File: config.mk
export PLATFORM = sky130hd
export DESIGN_NAME = button_gesture_detector_core_flat
export DESIGN_NICKNAME = d
export VERILOG_FILES = /design/src/rtl/core/bgd_pkg.sv /design/src/rtl/core/bgd_intf.sv /design/src/rtl/core/button_gesture_detector_core.sv /design/src/rtl/core/bgd_cfg_regs.sv /design/src/rtl/core/bgd_fsm.sv /design/src/flat_wrapper.sv
export VERILOG_INCLUDE_DIRS = /design/src /design/src/rtl/core
export SDC_FILE = /design/constraint.sdc
export NUM_CORES = 1
export LEC_CHECK = 0
export CAP_MARGIN = 20
export CORE_MARGIN = 5
export CORE_UTILIZATION = 47
export CTS_BUF_LIST = sky130_fd_sc_hd__clkbuf_16
export DETAILED_ROUTE_END_ITERATION = 8
export DONT_BUFFER_PORTS = 1
export PLACE_DENSITY = 0.73
export SYNTH_ARGS = -nofsm -noshare
export SYNTH_HDL_FRONTEND = slang
export SYNTH_SLANG_ARGS = --single-unit
File: constraint.sdc
create_clock -name clk_i -period 7.14 [get_ports clk_i]
set_input_delay 1.071 -clock clk_i [delete_from_list [all_inputs] [get_ports clk_i]]
set_output_delay 1.071 -clock clk_i [all_outputs]
set_load 0.01 [all_outputs]
File: src/rtl/core/button_gesture_detector_core_defines.svh
// Assertion macros for the button gesture detector core.
// Assertions are compiled out when SYNTHESIS is defined.
`ifndef BUTTON_GESTURE_DETECTOR_CORE_DEFINES_SVH
`define BUTTON_GESTURE_DETECTOR_CORE_DEFINES_SVH

`ifndef SYNTHESIS

// Checked at every rising edge of clk_i, disabled while rst_ni is low.
`define BGD_ASSERT(lbl, prop, msg) \
  lbl: assert property (@(posedge clk_i) disable iff (!rst_ni) (prop)) else $error(msg);

// Checked at every rising edge of clk_i, reset included.
`define BGD_ASSERT_ALWAYS(lbl, prop, msg) \
  lbl: assert property (@(posedge clk_i) (prop)) else $error(msg);

`else

`define BGD_ASSERT(lbl, prop, msg)
`define BGD_ASSERT_ALWAYS(lbl, prop, msg)

`endif

`endif

File: src/rtl/core/bgd_pkg.sv
package bgd_pkg;

  localparam int unsigned CfgIdxW  = 3;
  localparam int unsigned CfgDataW = 16;
  localparam int unsigned TimeW    = 32;
  localparam int unsigned CountW   = 8;
  localparam int unsigned EventW   = 3;
  localparam int unsigned MsW      = 16;

  typedef enum logic [2:0] {
    ST_IDLE    = 3'd0,
    ST_PRESS   = 3'd1,
    ST_RELEASE = 3'd2,
    ST_COUNT   = 3'd3,
    ST_HOLD    = 3'd4,
    ST_HOLDEND = 3'd5
  } state_e;

  typedef enum logic [EventW-1:0] {
    EV_NONE    = 3'd0,
    EV_COUNTED = 3'd1,
    EV_SINGLE  = 3'd2,
    EV_DOUBLE  = 3'd3,
    EV_MULTI   = 3'd4,
    EV_LSTART  = 3'd5,
    EV_LHELD   = 3'd6,
    EV_LSTOP   = 3'd7
  } event_e;

  typedef enum logic [CfgIdxW-1:0] {
    CFG_ACTIVE_LOW  = 3'd0,
    CFG_DEBOUNCE    = 3'd1,
    CFG_MULTI_PRESS = 3'd2,
    CFG_LONG_PRESS  = 3'd3,
    CFG_MAX_PRESS   = 3'd4
  } cfg_idx_e;

  localparam logic            ActiveLowRst    = 1'b1;
  localparam logic [MsW-1:0]  DebounceRst     = 16'd50;
  localparam logic [MsW-1:0]  MultiPressRst   = 16'd400;
  localparam logic [MsW-1:0]  LongPressRst    = 16'd800;
  localparam logic [CountW-1:0] MaxPressRst   = 8'd1;

  typedef struct packed {
    logic              active_low;
    logic [MsW-1:0]    debounce_ms;
    logic [MsW-1:0]    multi_press_ms;
    logic [MsW-1:0]    long_press_ms;
    logic [CountW-1:0] max_press;
  } cfg_t;

  typedef struct packed {
    state_e            gesture;
    logic [CountW-1:0] press_cnt;
  } fsm_status_t;

endpackage

File: src/rtl/core/bgd_intf.sv
interface bgd_in_if;
  logic                          valid;
  logic                          ready;
  logic                          pin_level;
  logic [bgd_pkg::TimeW-1:0]     now_ms;

  modport source (output valid, output pin_level, output now_ms, input ready);
  modport sink   (input valid, input pin_level, input now_ms, output ready);
endinterface

interface bgd_out_if;
  logic                          valid;
  logic                          ready;
  logic [bgd_pkg::EventW-1:0]    event_code;
  logic [bgd_pkg::CountW-1:0]    press_count;

  modport source (output valid, output event_code, output press_count, input ready);
  modport sink   (input valid, input event_code, input press_count, output ready);
endinterface

interface bgd_cfg_if;
  logic                          valid;
  logic                          ready;
  logic [bgd_pkg::CfgIdxW-1:0]   index;
  logic [bgd_pkg::CfgDataW-1:0]  data;

  modport source (output valid, output index, output data, input ready);
  modport sink   (input valid, input index, input data, output ready);
endinterface

File: src/rtl/core/button_gesture_detector_core.sv
// Channel   Dir  Handshake      Payload
// in_chan   in   valid/ready    pin_level, now_ms
// out_chan  out  valid/ready    event_code, press_count
// cfg       in   valid/ready    index, data (ready tied high)
//
// One poll per cycle sustained while out_chan is ready; each poll produces exactly one result.
// A poll goes through the input register, then gesture logic into the result register.
// Reset clears the gesture state and loads the register defaults.
// A stalled output holds the result register; the input register then fills
// and in_chan ready drops until the result is taken.
`include "button_gesture_detector_core_defines.svh"

module button_gesture_detector_core (
  input  logic      clk_i,
  input  logic      rst_ni,
  bgd_in_if.sink    in_chan_i,
  bgd_out_if.source out_chan_o,
  bgd_cfg_if.sink   cfg_i
);

  logic                          in_vld_q;
  logic                          in_pin_q;
  logic [bgd_pkg::TimeW-1:0]     in_now_q;

  logic                          out_vld_q;
  bgd_pkg::event_e               out_ev_q;
  logic [bgd_pkg::CountW-1:0]    out_cnt_q;

  logic                          advance;
  logic                          in_xfer;

  bgd_pkg::cfg_t                 cfg;
  bgd_pkg::event_e               fsm_ev;
  logic [bgd_pkg::CountW-1:0]    fsm_cnt;
  bgd_pkg::fsm_status_t          fsm_status;

  logic                          fsm_idle;
  logic                          fsm_end;

  assign advance         = in_vld_q && (!out_vld_q || out_chan_o.ready);
  assign in_chan_i.ready = !in_vld_q || advance;
  assign in_xfer         = in_chan_i.valid && in_chan_i.ready;

  assign out_chan_o.valid       = out_vld_q;
  assign out_chan_o.event_code  = out_ev_q;
  assign out_chan_o.press_count = out_cnt_q;

  bgd_cfg_regs u_cfg_regs (
    .clk_i  (clk_i),
    .rst_ni (rst_ni),
    .cfg_i  (cfg_i),
    .cfg_o  (cfg)
  );

  bgd_fsm u_fsm (
    .clk_i         (clk_i),
    .rst_ni        (rst_ni),
    .step_i        (advance),
    .pin_level_i   (in_pin_q),
    .now_ms_i      (in_now_q),
    .cfg_i         (cfg),
    .event_o       (fsm_ev),
    .press_count_o (fsm_cnt),
    .status_o      (fsm_status)
  );

  always_ff @(posedge clk_i or negedge rst_ni) begin
    if (!rst_ni) begin
      in_vld_q <= 1'b0;
    end else if (in_xfer) begin
      in_vld_q <= 1'b1;
    end else if (advance) begin
      in_vld_q <= 1'b0;
    end
  end

  always_ff @(posedge clk_i) begin
    if (in_xfer) begin
      in_pin_q <= in_chan_i.pin_level;
      in_now_q <= in_chan_i.now_ms;
    end
  end

  always_ff @(posedge clk_i or negedge rst_ni) begin
    if (!rst_ni) begin
      out_vld_q <= 1'b0;
    end else if (advance) begin
      out_vld_q <= 1'b1;
    end else if (out_chan_o.ready) begin
      out_vld_q <= 1'b0;
    end
  end

  always_ff @(posedge clk_i) begin
    if (advance) begin
      out_ev_q  <= fsm_ev;
      out_cnt_q <= fsm_cnt;
    end
  end

  assign fsm_idle = (fsm_status.gesture == bgd_pkg::ST_IDLE);
  assign fsm_end  = fsm_ev inside {bgd_pkg::EV_SINGLE, bgd_pkg::EV_DOUBLE,
                                   bgd_pkg::EV_MULTI, bgd_pkg::EV_LSTOP};

  // every poll that leaves the input register lands in the result register
  `BGD_ASSERT(a_advance_fills_out, advance |=> out_vld_q, "poll lost between stages")

  // idle is only ever entered with an empty press counter
  `BGD_ASSERT(a_idle_cnt_zero, fsm_idle |-> (fsm_status.press_cnt == '0), "idle with presses")

  // a gesture report always returns the machine to idle
  `BGD_ASSERT(a_report_clears, (advance && fsm_end) |=> fsm_idle, "gesture end kept state")

endmodule

File: src/rtl/core/bgd_cfg_regs.sv
module bgd_cfg_regs (
  input  logic             clk_i,
  input  logic             rst_ni,
  bgd_cfg_if.sink          cfg_i,
  output bgd_pkg::cfg_t    cfg_o
);

  bgd_pkg::cfg_t cfg_q;
  bgd_pkg::cfg_t cfg_d;

  assign cfg_i.ready = 1'b1;
  assign cfg_o       = cfg_q;

  always_comb begin
    cfg_d = cfg_q;
    if (cfg_i.valid) begin
      unique case (cfg_i.index)
        bgd_pkg::CFG_ACTIVE_LOW:  cfg_d.active_low     = cfg_i.data[0];
        bgd_pkg::CFG_DEBOUNCE:    cfg_d.debounce_ms    = cfg_i.data[bgd_pkg::MsW-1:0];
        bgd_pkg::CFG_MULTI_PRESS: cfg_d.multi_press_ms = cfg_i.data[bgd_pkg::MsW-1:0];
        bgd_pkg::CFG_LONG_PRESS:  cfg_d.long_press_ms  = cfg_i.data[bgd_pkg::MsW-1:0];
        bgd_pkg::CFG_MAX_PRESS:   cfg_d.max_press      = cfg_i.data[bgd_pkg::CountW-1:0];
        default:                  cfg_d = cfg_q;  // unmapped index: dropped
      endcase
    end
  end

  always_ff @(posedge clk_i or negedge rst_ni) begin
    if (!rst_ni) begin
      cfg_q.active_low     <= bgd_pkg::ActiveLowRst;
      cfg_q.debounce_ms    <= bgd_pkg::DebounceRst;
      cfg_q.multi_press_ms <= bgd_pkg::MultiPressRst;
      cfg_q.long_press_ms  <= bgd_pkg::LongPressRst;
      cfg_q.max_press      <= bgd_pkg::MaxPressRst;
    end else begin
      cfg_q <= cfg_d;
    end
  end

endmodule

File: src/rtl/core/bgd_fsm.sv
module bgd_fsm (
  input  logic                          clk_i,
  input  logic                          rst_ni,
  input  logic                          step_i,
  input  logic                          pin_level_i,
  input  logic [bgd_pkg::TimeW-1:0]     now_ms_i,
  input  bgd_pkg::cfg_t                 cfg_i,
  output bgd_pkg::event_e               event_o,
  output logic [bgd_pkg::CountW-1:0]    press_count_o,
  output bgd_pkg::fsm_status_t          status_o
);

  bgd_pkg::state_e                gst_q, gst_d;
  bgd_pkg::state_e                prev_q, prev_d;
  logic [bgd_pkg::TimeW-1:0]      start_q, start_d;
  logic [bgd_pkg::CountW-1:0]     cnt_q, cnt_d;

  logic                           active;
  logic                           clear;
  logic [bgd_pkg::TimeW-1:0]      elapsed;
  logic                           below_debounce;
  logic                           over_long;
  logic                           over_multi;

  assign active  = pin_level_i ^ cfg_i.active_low;
  assign elapsed = now_ms_i - start_q;

  assign below_debounce = elapsed < {{(bgd_pkg::TimeW-bgd_pkg::MsW){1'b0}}, cfg_i.debounce_ms};
  assign over_long      = elapsed > {{(bgd_pkg::TimeW-bgd_pkg::MsW){1'b0}}, cfg_i.long_press_ms};
  assign over_multi     = elapsed > {{(bgd_pkg::TimeW-bgd_pkg::MsW){1'b0}}, cfg_i.multi_press_ms};

  assign status_o.gesture   = gst_q;
  assign status_o.press_cnt = cnt_q;

  always_comb begin
    gst_d   = gst_q;
    prev_d  = prev_q;
    start_d = start_q;
    cnt_d   = cnt_q;
    event_o = bgd_pkg::EV_NONE;
    clear   = 1'b0;

    unique case (gst_q)
      bgd_pkg::ST_IDLE: begin
        if (active) begin
          prev_d  = gst_q;
          gst_d   = bgd_pkg::ST_PRESS;
          start_d = now_ms_i;
          cnt_d   = '0;
        end
      end
      bgd_pkg::ST_PRESS: begin
        if (!active) begin
          prev_d = gst_q;
          if (below_debounce) begin
            gst_d = prev_q;  // bounce, start time left as is
          end else begin
            gst_d   = bgd_pkg::ST_RELEASE;
            start_d = now_ms_i;
          end
        end else if (over_long) begin
          event_o = bgd_pkg::EV_LSTART;
          prev_d  = gst_q;
          gst_d   = bgd_pkg::ST_HOLD;
        end
      end
      bgd_pkg::ST_RELEASE: begin
        if (active && below_debounce) begin
          prev_d = gst_q;
          gst_d  = prev_q;
        end else if (!below_debounce) begin
          event_o = bgd_pkg::EV_COUNTED;
          cnt_d   = cnt_q + 1'b1;
          prev_d  = gst_q;
          gst_d   = bgd_pkg::ST_COUNT;
        end
      end
      bgd_pkg::ST_COUNT: begin
        if (active) begin
          prev_d  = gst_q;
          gst_d   = bgd_pkg::ST_PRESS;
          start_d = now_ms_i;
        end else if (over_multi || cnt_q == cfg_i.max_press) begin
          if (cnt_q == 8'd1) begin
            event_o = bgd_pkg::EV_SINGLE;
          end else if (cnt_q == 8'd2) begin
            event_o = bgd_pkg::EV_DOUBLE;
          end else begin
            event_o = bgd_pkg::EV_MULTI;
          end
          clear = 1'b1;
        end
      end
      bgd_pkg::ST_HOLD: begin
        if (!active) begin
          prev_d  = gst_q;
          gst_d   = bgd_pkg::ST_HOLDEND;
          start_d = now_ms_i;
        end else begin
          event_o = bgd_pkg::EV_LHELD;
        end
      end
      bgd_pkg::ST_HOLDEND: begin
        if (active && below_debounce) begin
          prev_d = gst_q;
          gst_d  = prev_q;
        end else if (!below_debounce) begin
          event_o = bgd_pkg::EV_LSTOP;
          clear   = 1'b1;
        end
      end
      default: begin
        prev_d = gst_q;
        gst_d  = bgd_pkg::ST_IDLE;
      end
    endcase

    // reported count is taken before the end-of-gesture clear
    press_count_o = cnt_d;

    if (clear) begin
      gst_d   = bgd_pkg::ST_IDLE;
      prev_d  = bgd_pkg::ST_IDLE;
      start_d = '0;
      cnt_d   = '0;
    end
  end

  always_ff @(posedge clk_i or negedge rst_ni) begin
    if (!rst_ni) begin
      gst_q   <= bgd_pkg::ST_IDLE;
      prev_q  <= bgd_pkg::ST_IDLE;
      start_q <= '0;
      cnt_q   <= '0;
    end else if (step_i) begin
      gst_q   <= gst_d;
      prev_q  <= prev_d;
      start_q <= start_d;
      cnt_q   <= cnt_d;
    end
  end

endmodule

File: src/flat_wrapper.sv
// flat-port wrapper written by rule: the top's interface ports become plain ports
module button_gesture_detector_core_flat 
  (clk_i, rst_ni, in_chan_i_valid, in_chan_i_pin_level, in_chan_i_now_ms, in_chan_i_ready, out_chan_o_valid, out_chan_o_event_code, out_chan_o_press_count, out_chan_o_ready, cfg_i_valid, cfg_i_index, cfg_i_data, cfg_i_ready);
  bgd_in_if in_chan_i_i ();
  bgd_out_if out_chan_o_i ();
  bgd_cfg_if cfg_i_i ();
  input  logic clk_i;
  input  logic rst_ni;
  input wire logic [$bits(in_chan_i_i.valid)-1:0] in_chan_i_valid;
  input wire logic [$bits(in_chan_i_i.pin_level)-1:0] in_chan_i_pin_level;
  input wire logic [$bits(in_chan_i_i.now_ms)-1:0] in_chan_i_now_ms;
  output wire logic [$bits(in_chan_i_i.ready)-1:0] in_chan_i_ready;
  output wire logic [$bits(out_chan_o_i.valid)-1:0] out_chan_o_valid;
  output wire logic [$bits(out_chan_o_i.event_code)-1:0] out_chan_o_event_code;
  output wire logic [$bits(out_chan_o_i.press_count)-1:0] out_chan_o_press_count;
  input wire logic [$bits(out_chan_o_i.ready)-1:0] out_chan_o_ready;
  input wire logic [$bits(cfg_i_i.valid)-1:0] cfg_i_valid;
  input wire logic [$bits(cfg_i_i.index)-1:0] cfg_i_index;
  input wire logic [$bits(cfg_i_i.data)-1:0] cfg_i_data;
  output wire logic [$bits(cfg_i_i.ready)-1:0] cfg_i_ready;
  assign in_chan_i_i.valid = in_chan_i_valid;
  assign in_chan_i_i.pin_level = in_chan_i_pin_level;
  assign in_chan_i_i.now_ms = in_chan_i_now_ms;
  assign in_chan_i_ready = in_chan_i_i.ready;
  assign out_chan_o_valid = out_chan_o_i.valid;
  assign out_chan_o_event_code = out_chan_o_i.event_code;
  assign out_chan_o_press_count = out_chan_o_i.press_count;
  assign out_chan_o_i.ready = out_chan_o_ready;
  assign cfg_i_i.valid = cfg_i_valid;
  assign cfg_i_i.index = cfg_i_index;
  assign cfg_i_i.data = cfg_i_data;
  assign cfg_i_ready = cfg_i_i.ready;
  button_gesture_detector_core u_core (.clk_i(clk_i), .rst_ni(rst_ni), .in_chan_i(in_chan_i_i), .out_chan_o(out_chan_o_i), .cfg_i(cfg_i_i));
endmodule
==> results of run 1 <==
[path summary, 6_finish.rpt]
check | startpoint | end | slack, ns | depth (start not counted)
setup reg to reg | u_core.u_fsm.start_q[0]$_DFFE_PN0P_ | u_core.u_fsm.start_q[27]$_DFFE_PN0P_ | 1.40 | 20
hold reg to reg | u_core.in_vld_q$_DFFE_PN0P_ | u_core.out_chan_o.valid$_DFFE_PN0P_ | 0.49 | 1
setup / recovery | u_core.u_fsm.start_q[0]$_DFFE_PN0P_ | u_core.u_fsm.start_q[27]$_DFFE_PN0P_ | 1.40 | 20
hold / removal | rst_ni | u_core.u_fsm.start_q[28]$_DFFE_PN0P_ | 0.34 | 0
max in group asynchronous | rst_ni | u_core.u_cfg_regs.cfg_o[16]$_DFFE_PN1P_ | 6.56 | 0
min in group clk_i | u_core.in_vld_q$_DFFE_PN0P_ | u_core.out_chan_o.valid$_DFFE_PN0P_ | 0.49 | 1
[registers in the layout (all words and copies together), names as in the netlist]
name,cells
u_core.in_now_q,32
u_core.in_pin_q,1
u_core.in_vld_q,1
u_core.out_chan_o.event_code,3
u_core.out_chan_o.press_count,8
u_core.out_chan_o.valid,1
u_core.u_cfg_regs.cfg_o,57
u_core.u_fsm.cnt_q,8
u_core.u_fsm.gst_q,3
u_core.u_fsm.prev_q,3
u_core.u_fsm.start_q,32
[worst max-delay path: cells and delay by family, from the launching register on]
kind            cells  cell delay [ns]
compound gates     10             2.31
xor+xnor            1             0.43
fa+ha+maj           3             0.98
buf+inv             1             0.33
flops               1             0.38
mux                 1             0.17
simple gates        4             0.99
[final cells by class]
class                   instances  area [um2]  area share, %
inverters                      99         372           3.66
well taps                     265         332           3.26
clock buffers                  19         475           4.68
diodes                          1        2.50         0.0246
clock inverters                13         113           1.11
repair buffers                  4        35.0          0.345
multi-input cells             688        4870           47.9
flip-flops and latches        149        3960           39.0
[power by group]
part | switching, mW | leakage, nW | internal [mW] | total [mW]
clock | 0.348 | 0.302 | 0.547 | 0.895
sequential | 0.136 | 1.67 | 1.12 | 1.26
combinational | 1.50 | 2.54 | 1.05 | 2.55
total | 1.99 | 4.51 | 2.72 | 4.70
[synth_stat cells (all sizes together) (27+ instances only)]
cell and instances:
nand2 114, inv 97, dfrtp 94, ha 81, o21ai 65, a21oi 57, nor2 53, edfxtp 44
mux2i 34, a21o 30, mux2 29, xnor2 27
[logic make-up after synthesis]
| logic type | share of synthesized area (%) |
|---|---|
| XOR/XNOR | 3.28 |
| multiplexers | 7.12 |
| AO/OA/AOI/OAI | 17.2 |
| other | 0.0401 |
| buffers and inverters | 5.71 |
| adder cells (fa/ha/maj) | 11.0 |
| flip-flops | 42.3 |
| AND/OR/NAND/NOR | 13.2 |
[per-layer routing]
layer,vias up,GRT usage (%),share of wire [%]
met4,6,4.81,1.6
met2,192,31.0,46
met5,-,0,0.13
met3,29,5.92,7.1
met1,3334,26.3,45
li1,3431,-,-
==> qor.csv, run 1 <==
metric;value;unit
status;completed;
num_rows;51;
power;4.70;mW
cts_resized;0;
critical_path.max_stage_delay;0.44;ns
dr.first_iter.drc_count;455;
antenna_found_initial;4;
coreArea;0.0195;mm2
fin_ws;1.40;ns
period_needed;5.74;ns
critPathCaptureType;flip-flop;
holdWs;0.341;ns
clock_sinks;149;
hpwl;15500;um
max_cap_viol_count;0;
hp-class;in -> async;
netlist.area_leader.share;25.1;%
fin_crit_sh;80.4;%
clkTransAtPathRegs;0.06;ns
area_delta_synth_final;8.59;%
ios;71;
synth_nets;1107;
worstMarginPinSlew;1.04;ns
ys.flop_type;dfrtp_1;
cp-start-kind;flip-flop;
p_leak;4.51;nW
synth_cells;968;
num_vias;6992;
fp.dieH;151;um
fin_nets;1098;
yosysSeqAreaShare;42.3;%
final_common_cell;nand2_1;
design_area;0.0102;mm2
crit_fanout;20;
die_w;151;um
ir_worst_vdd;0.226;mV
hold_buffers;0;
path_class;reg -> reg;
final_util;52.1;%
synthTopCellsByArea;dfrtp_1 (25%), edfxtp_1 (14%), ha_1 (11%);
h-tree-depth;4;
final_hold_viol_count;0;
gp_congestion;0.909;
yosys_warnings;0;
rsz0062_at_grt;false;
grt_overflow;0;
path_cells;ha_1 > fa_1 > nor2b_1 > o2111ai_1 > a211oi_1 > or3_1 > a21o_1 > a21oi_1 > xnor2_1 > ha_1 > and4_1 > a221oi_1 > o21ai_0 > a211oi_1 > nand4_2 > a211o_1 > o21ai_1 > a21oi_4 > buf_4 > mux2i_1;
grtUsageTotal;19.5;%
synth-edff-count;44;
grt_pass1_wl;35400;um
detail_route.first_pass.iterations;5;
grt_max_degree;106;
finalSetupViolations;0;
fmax;174;MHz
cts_tree;done;
ys_ff_latch;149;
worstPathArrival;6.03;ns
layout_common_cells;nand2_1 (114), inv_1 (99), dfrtp_1 (94);
design.die.area;0.0228;mm2
routedWlPerCell;17.2;um
fillCellCount;1795;
powerDensity;463;mW/mm2
dp_slack;1.41;ns
finalClockSkew;0.00726;ns
worst_ep_required_time;7.43;ns
clock_path_buffers;2;
wirelength;21200;um
max_slew_margin;30.5;%
yosysUniqueCellTypes;80;
ys_async_sr_fraction;70.5;%
root_buffer;clkbuf_16;
detail-route-antenna-nets;0;
postPlaceCellArea;0.00955;mm2
drive_gt1_share;8.54;%
place_inst;1203;
start_util;47.9;%
grt_pass1_vias;7006;
insertion_delay;0.43;ns
vias_per_cell;5.65;
postCtsSetupRepairBufs;0;
portBuffers;0;
synth_top_area_cell;dfrtp_1;
cts_buffers;17;
stdcell_count;1238;
slew_violations;0;
drcViolationCount;0;
avgSynthCellArea;9.67;um2
setup-tns-final;0;ns
critPathSlowestCell;a211oi_1;
syn_area;0.00936;mm2
Note: power is estimated with default switching activity, not from simulation.
==> inputs of run 2 (changes only) <==
- ABC_AREA: unset -> 1
- PLACE_DENSITY: 0.73 -> 0.75
- clock period: 7.14 -> 5.1 ns (I/O delays scaled with it)
==> qor.csv, run 2 <==
metric;value;unit;change
status;completed;;unchanged
hp-class;in -> async;;unchanged
clkTransAtPathRegs;0.07;ns;was 0.06 ns
netlist.area_leader.share;22.7;%;was 25.1%
diodes;0;;was 1
grt_pass1_wl;41700;um;was 35400 um
slew_violations;0;;unchanged
ir_worst_vdd;0.278;mV;was 0.226 mV
place_inst;1731;;was 1203
max_slew_margin;26.8;%;was 30.5%
grt_pass1_vias;8423;;was 7006
fillCellCount;2099;;was 1795
avgSynthCellArea;7.03;um2;was 9.67 um2
cts_tree;done;;unchanged
reg2reg_from;u_core.u_fsm.start_q[0]$_DFFE_PN0P_;;unchanged
clock_path_buffers;2;;unchanged
path_cells;ha_1 > fa_1 > inv_1 > nand2_1 > nand3_1 > nand2_1 > nand2_1 > xor2_1 > ha_1 > nand4_1 > nor3_1 > nand2_1 > nand2_1 > inv_1 > nand3_2 > nand2_2 > nand3_1 > nand2_1 > nor2_2 > nand3_1 > nand2_1;;was ha_1 > fa_1 > nor2b_1 > o2111ai_1 > a211oi_1 > or3_1 > a21o_1 > a21oi_1 > xnor2_1 > ha_1 > and4_1 > a221oi_1 > o21ai_0 > a211oi_1 > nand4_2 > a211o_1 > o21ai_1 > a21oi_4 > buf_4 > mux2i_1
drcViolationCount;0;;unchanged
crit_fanout;16;;was 20
path_common_cell;nand2_1;;
vias_per_cell;5.11;;was 5.65
worst_ep_required_time;5.46;ns;was 7.43 ns
hpwl;19200;um;was 15500 um
powerDensity;596;mW/mm2;was 463 mW/mm2
finalClockSkew;0.0138;ns;was 0.00726 ns
start_util;47.6;%;was 47.9%
fmax;219;MHz;was 174 MHz
critPathSlowestCell;nor2_2;;was a211oi_1
pwr-share-clk;18.2;%;was 19.0%
rr_worst_depth;21;;was 20
postPlaceCellArea;0.0106;mm2;was 0.00955 mm2
wirelength;25800;um;was 21200 um
final_common_cell;nand2_1;;unchanged
finalSetupViolations;0;;unchanged
fin_ws;0.538;ns;was 1.40 ns
cp-start-kind;flip-flop;;unchanged
intPower;3.46;mW;was 2.72 mW
yosys-top-cells-count;nand2_1 (474), inv_1 (292), nor2_1 (120), dfrtp_1 (94), nand3_1 (82);;was nand2_1 (114), inv_1 (96), dfrtp_1 (94), ha_1 (81), o21ai_0 (62)
ys_ff_latch;149;;unchanged
worstPathArrival;4.92;ns;was 6.03 ns
reg2reg_slack;0.54;ns;was 1.40 ns
path_class;reg -> reg;;unchanged
h-tree-depth;4;;unchanged
grt_overflow;0;;unchanged
max_cap_viol_count;0;;unchanged
root_buffer;clkbuf_16;;unchanged
worstMarginPinSlew;1.09;ns;was 1.04 ns
critPathCaptureType;flip-flop;;unchanged
drive_gt1_share;5.93;%;was 8.54%
ios;71;;unchanged
synth_most_common_cell;nand2_1;;unchanged
syn_area;0.0104;mm2;was 0.00936 mm2
grtUsageTotal;20.9;%;was 19.5%
holdWs;0.0306;ns;was 0.341 ns
setup-tns-final;0;ns;unchanged
clock_sinks;149;;unchanged
insertion_delay;0.43;ns;about the same
swShare;48.0;%;was 42.3%
startpoint;u_core.u_fsm.start_q[0]$_DFFE_PN0P_;;unchanged
coreArea;0.0218;mm2;was 0.0195 mm2
grt_max_degree;106;;unchanged
area_delta_synth_final;7.82;%;was 8.59%
cts_resized;0;;unchanged
ys_async_sr_fraction;70.5;%;unchanged
largest_register_ffs;57;;unchanged
synthTopCellsByArea;dfrtp_1 (23%), nand2_1 (17%), edfxtp_1 (13%);;was dfrtp_1 (25%), edfxtp_1 (14%), ha_1 (11%)
power.switching;3.20;mW;was 1.99 mW
ys.flop_type;dfrtp_1;;unchanged
die_w;159;um;was 151 um
layout_common_cells;nand2_1 (474), inv_1 (292), nor2_1 (120);;was nand2_1 (114), inv_1 (99), dfrtp_1 (94)
num_vias;9014;;was 6992
num_rows;54;;was 51
fp.dieH;159;um;was 151 um
portBuffers;0;;unchanged
dr.first_iter.drc_count;647;;was 455
synth_nets;1613;;was 1107
dp_slack;0.227;ns;was 1.41 ns
critical_path.max_stage_delay;0.81;ns;was 0.44 ns
detail_route.first_pass.iterations;6;;was 5
cts_buffers;17;;unchanged
synth_cells;1474;;was 968
rsz0062_at_grt;false;;unchanged
seq_area;0.00396;mm2;unchanged
fin_nets;1611;;was 1098
rr_endpoint;u_core.u_fsm.start_q[17]$_DFFE_PN0P_;;was u_core.u_fsm.start_q[27]$_DFFE_PN0P_
design.die.area;0.0251;mm2;was 0.0228 mm2
power.combinational.fraction;56.0;%;was 54.3%
synth_top_area_cell;dfrtp_1;;unchanged
final_hold_viol_count;0;;unchanged
yosys_warnings;0;;unchanged
detail-route-antenna-nets;0;;unchanged
yosysSeqAreaShare;38.2;%;was 42.3%
p_leak;5.99;nW;was 4.51 nW
fin_crit_sh;89.5;%;was 80.4%
period_needed;4.56;ns;was 5.74 ns
multi_input_area;0.00514;mm2;was 0.00487 mm2
stdcell_count;1765;;was 1238
antenna_found_initial;0;;was 4
design_area;0.0112;mm2;was 0.0102 mm2
routedWlPerCell;14.6;um;was 17.2 um
gp_congestion;0.979;;was 0.909
yosysUniqueCellTypes;45;;was 80
synth-edff-count;44;;unchanged
seqPwrFrac;25.8;%;was 26.7%
-- run 2: cell types whose count changed in the layout (fill, tap and decap cells not counted), sizes merged, moves of 29 or more --
cell   before  now
a21o       30    1
mux2       29    0
nand3      16   87
inv       101  305
nand2     114  492
mux2i      34    0
nor2       53  132
-- run 2: cell type report --
class,instances,area share [%]
clock inverter,14,0.996
sequential,149,35.5
inverter,300,10.1
clock buffer,18,4.03
timing repair buffer,4,0.269
tap,280,3.13
multi-input combinational,1000,46.0
-- run 2: worst max-delay path: cells and delay by family, from the launching register on --
kind	cells	cell delay [ns]
xor+xnor	1	0.42
fa+ha+maj	3	0.87
simple gates	15	2.61
flops	1	0.39
buf+inv	2	0.21
-- run 2: cell families after synthesis --
family / count (synthesis) / synth area share, %
and+or+nand+nor: 742 / 29.8
buffers and inverters: 326 / 12.2
DFF: 149 / 38.2
AOI/OAI and AO/OA: 148 / 7.53
adders and majority gates: 82 / 9.97
xor gates and xnor gates: 26 / 2.20
other: 1 / 0.0362
-- run 2: worst max-delay path by stage --
| stage | endpoint | slack, ns |
|---|---|---|
| 6_report | u_core.u_fsm.start_q[17]$_DFFE_PN0P_ | 0.54 |
| 5_1_grt | u_core.u_fsm.start_q[21]$_DFFE_PN0P_ | 0.13 |
| 4_1_cts | u_core.u_fsm.start_q[23]$_DFFE_PN0P_ | 0.22 |
| 3_5_place_dp | u_core.u_fsm.start_q[15]$_DFFE_PN0P_ | 0.23 |
| 3_3_place_gp | u_core.u_fsm.start_q[28]$_DFFE_PN0P_ | 0.30 |
| 2_1_floorplan | u_core.u_fsm.start_q[1]$_DFFE_PN0P_ | 1.82 |
-- run 2: timing repair --
action	CTS	global route
buffers inserted	0	1
endpoints found under the setup margin	0	32
hold buffers	0	0
-- run 2: through the flow --
stage	util [%]	power [mW]
floorplan	-	4.46
detailed placement	48.7	5.36
global route	51.4	7.28
global placement	48.7	5.28
CTS	51.3	6.61
finish	51.4	6.66
-- run 2: power by group through the flow --
stage	clock network [mW]	registers (mW)	logic, mW
floorplan	0	1.69	2.78
global placement	0	1.73	3.54
detailed placement	0	1.74	3.62
CTS	1.23	1.72	3.65
global route	1.27	1.75	4.25
finish	1.21	1.72	3.73
-- run 2: routing by layer --
metal	vias up	global-route usage (%)	part of all wire, %	wire [um]
met5	-	0	0	0
met4	0	6.34	2.2	574
met3	36	4.00	6.8	1750
met2	289	33.9	45	11600
met1	4131	28.4	46	11800
li1	4558	-	-	-
